==> src/hw/rtl/assert_macros.svh <==
// ----------------------------------------------------------------------------
// Assertion macros
// Clocked property checks used by the top RTL file of the projection block.
// ----------------------------------------------------------------------------
`ifndef ASSERT_MACROS_SVH
`define ASSERT_MACROS_SVH
`ifndef SYNTHESIS
`define CVEP_ASSERT(lbl, prop, clk, rstn) \
  lbl: assert property (@(posedge clk) disable iff (!rstn) prop) \
    else $error("assertion failed");
`define CVEP_ASSERT_NR(lbl, prop, clk) \
  lbl: assert property (@(posedge clk) prop) else $error("assertion failed");
`else
`define CVEP_ASSERT(lbl, prop, clk, rstn)
`define CVEP_ASSERT_NR(lbl, prop, clk)
`endif
`endif

==> src/hw/rtl/cvep_pkg.sv <==
// ----------------------------------------------------------------------------
// Crease vertex edge projection package
// Widths, request types and helpers shared by the projection block.
// ----------------------------------------------------------------------------
`default_nettype none
package cvep_pkg;
  localparam int COORD_BITS = 32;
  localparam int DW = COORD_BITS + 1;
  localparam int PW = 2 * DW;
  localparam int LW = PW + 1;
  localparam int DOTW = PW + 2;
  localparam int NW = DW + PW;
  localparam int QW = DW;
  localparam int DNW = QW + 2;
  localparam int SQW = 2 * (DNW);
  localparam int RW = SQW + 2;
  localparam int LANE_LAT = QW + 7;

  typedef struct packed {
    logic signed [COORD_BITS-1:0] smooth_x;
    logic signed [COORD_BITS-1:0] smooth_y;
    logic signed [COORD_BITS-1:0] smooth_z;
    logic signed [COORD_BITS-1:0] base_x;
    logic signed [COORD_BITS-1:0] base_y;
    logic signed [COORD_BITS-1:0] base_z;
    logic signed [COORD_BITS-1:0] neighbor_a_x;
    logic signed [COORD_BITS-1:0] neighbor_a_y;
    logic signed [COORD_BITS-1:0] neighbor_a_z;
    logic signed [COORD_BITS-1:0] neighbor_b_x;
    logic signed [COORD_BITS-1:0] neighbor_b_y;
    logic signed [COORD_BITS-1:0] neighbor_b_z;
  } in_req_t;

  typedef struct packed {
    logic signed [COORD_BITS-1:0] result_x;
    logic signed [COORD_BITS-1:0] result_y;
    logic signed [COORD_BITS-1:0] result_z;
    logic                         degenerate;
  } out_req_t;

  typedef struct packed {
    logic signed [COORD_BITS-1:0] x;
    logic signed [COORD_BITS-1:0] y;
    logic signed [COORD_BITS-1:0] z;
  } vec_t;

  typedef struct packed {
    logic                  ok;
    logic signed [DNW-1:0] dn_x;
    logic signed [DNW-1:0] dn_y;
    logic signed [DNW-1:0] dn_z;
    logic [RW-1:0]         res;
  } lane_res_t;

  function automatic logic [DW-1:0] mag(input logic signed [DW-1:0] v);
    mag = v[DW-1] ? DW'(-v) : DW'(v);
  endfunction
endpackage
`default_nettype wire

==> src/hw/rtl/cvep_merge.sv <==
// ----------------------------------------------------------------------------
// Lane merge; with no usable edge the smoothed position passes through
// Picks the edge with smaller residual (A on a tie) and saturates the sum.
// ----------------------------------------------------------------------------
`default_nettype none
module cvep_merge (
  input  cvep_pkg::lane_res_t lane_a_i,
  input  cvep_pkg::lane_res_t lane_b_i,
  input  cvep_pkg::vec_t      smooth_i,
  input  cvep_pkg::vec_t      base_i,
  output cvep_pkg::out_req_t  req_o
);
  localparam int CB = cvep_pkg::COORD_BITS;
  localparam int DNW = cvep_pkg::DNW;

  function automatic logic signed [CB-1:0] sat_add(input logic signed [CB-1:0] b,
                                                   input logic signed [DNW-1:0] dn);
    logic signed [DNW:0] v;
    v = $signed((DNW+1)'(b)) + $signed((DNW+1)'(dn));
    if (v > $signed((DNW+1)'({1'b0, {(CB-1){1'b1}}}))) begin
      sat_add = {1'b0, {(CB-1){1'b1}}};
    end else if (v < -$signed((DNW+1)'({1'b1, {(CB-1){1'b0}}}))) begin
      sat_add = {1'b1, {(CB-1){1'b0}}};
    end else begin
      sat_add = v[CB-1:0];
    end
  endfunction

  logic                pick_b;
  cvep_pkg::lane_res_t win;

  assign pick_b = lane_b_i.ok && (!lane_a_i.ok || (lane_b_i.res < lane_a_i.res));
  assign win    = pick_b ? lane_b_i : lane_a_i;

  always_comb begin
    if (!lane_a_i.ok && !lane_b_i.ok) begin
      req_o.result_x   = smooth_i.x;
      req_o.result_y   = smooth_i.y;
      req_o.result_z   = smooth_i.z;
      req_o.degenerate = 1'b1;
    end else begin
      req_o.result_x   = sat_add(base_i.x, win.dn_x);
      req_o.result_y   = sat_add(base_i.y, win.dn_y);
      req_o.result_z   = sat_add(base_i.z, win.dn_z);
      req_o.degenerate = 1'b0;
    end
  end
endmodule
`default_nettype wire

==> config.mk <==
export PLATFORM = sky130hd
export DESIGN_NAME = cvep_merge
export DESIGN_NICKNAME = d
export VERILOG_FILES = /design/src/hw/rtl/assert_macros.svh /design/src/hw/rtl/cvep_pkg.sv /design/src/hw/rtl/cvep_merge.sv
export SDC_FILE = /design/constraint.sdc
export NUM_CORES = 1
export LEC_CHECK = 0
export BUFFER_PORTS_ARGS = -buffer_cell sky130_fd_sc_hd__buf_2
export CORE_AREA = 2 2 253 255
export DETAILED_ROUTE_END_ITERATION = 7
export DIE_AREA = 0 0 255 257
export SYNTH_ARGS = -nofsm -noshare
export SYNTH_HDL_FRONTEND = slang
export SYNTH_SLANG_ARGS = --single-unit
==> constraint.sdc <==
create_clock -name vclk -period 8
set_input_delay 0.4 -clock vclk [all_inputs]
set_output_delay 0.4 -clock vclk [all_outputs]
set_load 0.1 [all_outputs]
==> impl_metrics.ini <==
[power_and_ir_drop]
p_leak_nw = 8.33
power_w = 0.00336
peakVddDrop_mv = 0.196
powerDensity_nw_per_um2 = 201

[placement]
pre_cts_ws_ns = -0.197
portBuffers = 645
gpl.final_weighted_congestion = 0.949
hpwlAfterDp_mm = 49.7
dp.cells = 3012

[detailed_routing]
drc = 0
final_antenna_net_count = 0
route.detailed.wl_per_inst_um = 18.6
vias = 13800
finalWirelength_mm = 56.2
drt_iter0_markers = 667
viasPerCell = 4.56
first_pass_iters = 7

[floorplanning]
start_util_pct = 16.6
num_rows = 92
dieArea_um2 = 65500
die_x_um = 255
io_pins = 645
core_area_um2 = 62700
die_h_um = 257

[critical_path]
crit_end = req_o[3]
worstPathRequired_ns = 7.60
worst-endpoint-arrival_ns = 7.29
cpMostUsedCell = buf_12
cp-start-kind = input pin
end_kind = output port
crit_buf_inv = 6
crit_start = lane_a_i[33]
crit_fanout = 18
slowest_delay_ns = 0.55
worstSetupPathType = in -> out
crit_slowest_cell = or4_1
cp.depth = 29
crit_family = compound AO/OA/AOI/OAI gates

[sta]
setup_ws_ns = 0.311
rsz0062_at_grt = yes
final_hold_viol_count = 0
setup_viol = 0
post-route-period-util_pct = 96.1
timing.hold.ws_ns = 1.19
relSlewSlack_pct = 40.9
finalCriticalPeriod_ns = 7.69
fmax_ghz = 0.130
tightest_slew_ns = 0.887
maxSlewViolCount = 0

[clock_network]
ctsHoldBuffers = 0

[yosys]
yosysWarnings = 0
synth_fp_nets = 2243
synthCells = 1514
syn-cell-area_um2 = 10400
ys_types = 75
ys_seq_area_share_pct = 0
avgSynthCellArea_um2 = 6.89

[global_route]
globalRouteTotalUtil_pct = 15.9
grt_pass1_vias = 13800
grt_pass1_wl_mm = 80.9
grt_antenna_before_repair = 17
grt_max_degree = 67
grt_overflow_total = 0

[final_layout]
nFlopsAndLatches = 0
drive_above_1_share_pct = 40.8
clockBufferCount = 0
area_delta_synth_final_pct = 60.5
final_util_pct = 26.7
fin_nets = 2901
fin_cells = 3025
area.sequential_um2 = 0

[min_path]
min_path_type = in -> out

[status]
status = complete, no violations

[job]
maxCapViolCount = 0
[metal layers]
layer / track usage [%] / share of wire, % / wire length, um / vias up
met1: 19.7 / 42 / 23600 / 6249
li1: - / - / - / 6835
met2: 28.4 / 48 / 27200 / 611
met4: 4.30 / 2.5 / 1410 / 6
met5: 0 / 0.068 / 38 / -
met3: 2.44 / 7.0 / 3940 / 85
[cells in the final DEF (no fill, tap or decap), drive strengths merged, types with 4 or more instances in the layout]
master / n
buf: 730
nor2: 186
ha: 178
a21oi: 152
nand2: 139
o21ai: 132
mux2: 106
inv: 88
a21o: 55
xnor2: 55
nand4: 36
nand3: 34
xor2: 33
nor2b: 18
o21a: 18
nor3: 16
a31oi: 16
a211oi: 14
nand2b: 13
o211ai: 10
o21bai: 10
diode: 9
or3: 8
and3: 8
and2: 7
a41oi: 7
o31ai: 6
o22ai: 5
o31a: 5
a31o: 5
a21boi: 5
o41ai: 5
or4: 4
mux2i: 4
o2111ai: 4
o21ba: 4
[power breakdown]
part / total [W] / switching (W) / internal (W)
Clock: 0.000000000151 / 0 / 0.000000000151
Sequential: 0 / 0 / 0
Combinational: 0.00336 / 0.00211 / 0.00125
Total: 0.00336 / 0.00211 / 0.00125
[final cells by class]
type / instances / area, um^2
repair buffers: 731 / 5420
diodes: 9 / 22.5
multi-input cells: 1351 / 9910
well taps: 846 / 1060
fillers: 6931 / 46000
inverters: 88 / 330
[what timing repair did]
item,in CTS,in global routing
setup buffers,1,2
gates resized for setup,3,54
endpoints found under the hold margin,0,0
pin swaps,1,8
setup endpoints to repair,14,93
cloned,0,1
[per-stage QoR]
step	area (um^2)	setup TNS (ns)
2_1_floorplan	10400	-14.64
4_1_cts	16500	0
5_1_grt	16700	-0.163
3_5_place_dp	16500	-0.946
6_report	16700	0
3_3_place_gp	16500	-0.427
[logic make-up (layout without fill, tap and decap cells)]
logic type	after synthesis	in the layout	share of synthesized area, %
AO/OA/AOI/OAI	483	483	28.8
XOR/XNOR	88	88	7.39
adder cells (fa/ha/maj)	181	181	21.9
buffers and inverters	163	819	6.89
multiplexers	110	110	13.6
other	0	9	0
AND/OR/NAND/NOR	489	489	21.3
[how the worst min path moves through the flow]
stage	from	end	slack, ns	depth (start not counted)
2_1_floorplan	smooth_i[15]	req_o[16]	1.13	2
3_3_place_gp	smooth_i[63]	req_o[64]	1.19	4
3_5_place_dp	smooth_i[63]	req_o[64]	1.19	4
4_1_cts	smooth_i[63]	req_o[64]	1.19	4
5_1_grt	smooth_i[0]	req_o[1]	1.21	4
6_report	smooth_i[63]	req_o[64]	1.19	4
[synth_stat cells, drive strengths merged (10+ instances only)]
library cell,n,area (um^2)
nor2,186,698
ha,178,2230
a21oi,152,761
nand2,139,522
o21ai,132,661
mux2,106,1380
inv,88,330
clkbuf,62,233
a21o,55,413
xnor2,55,482
nand4,36,225
nand3,34,170
xor2,33,289
nor2b,18,113
o21a,18,135
a31oi,16,100
nor3,16,80.1
a211oi,14,105
buf,13,155
nand2b,13,81.3
o211ai,10,75.1
o21bai,10,75.1
(Power assumes the default switching activity.)
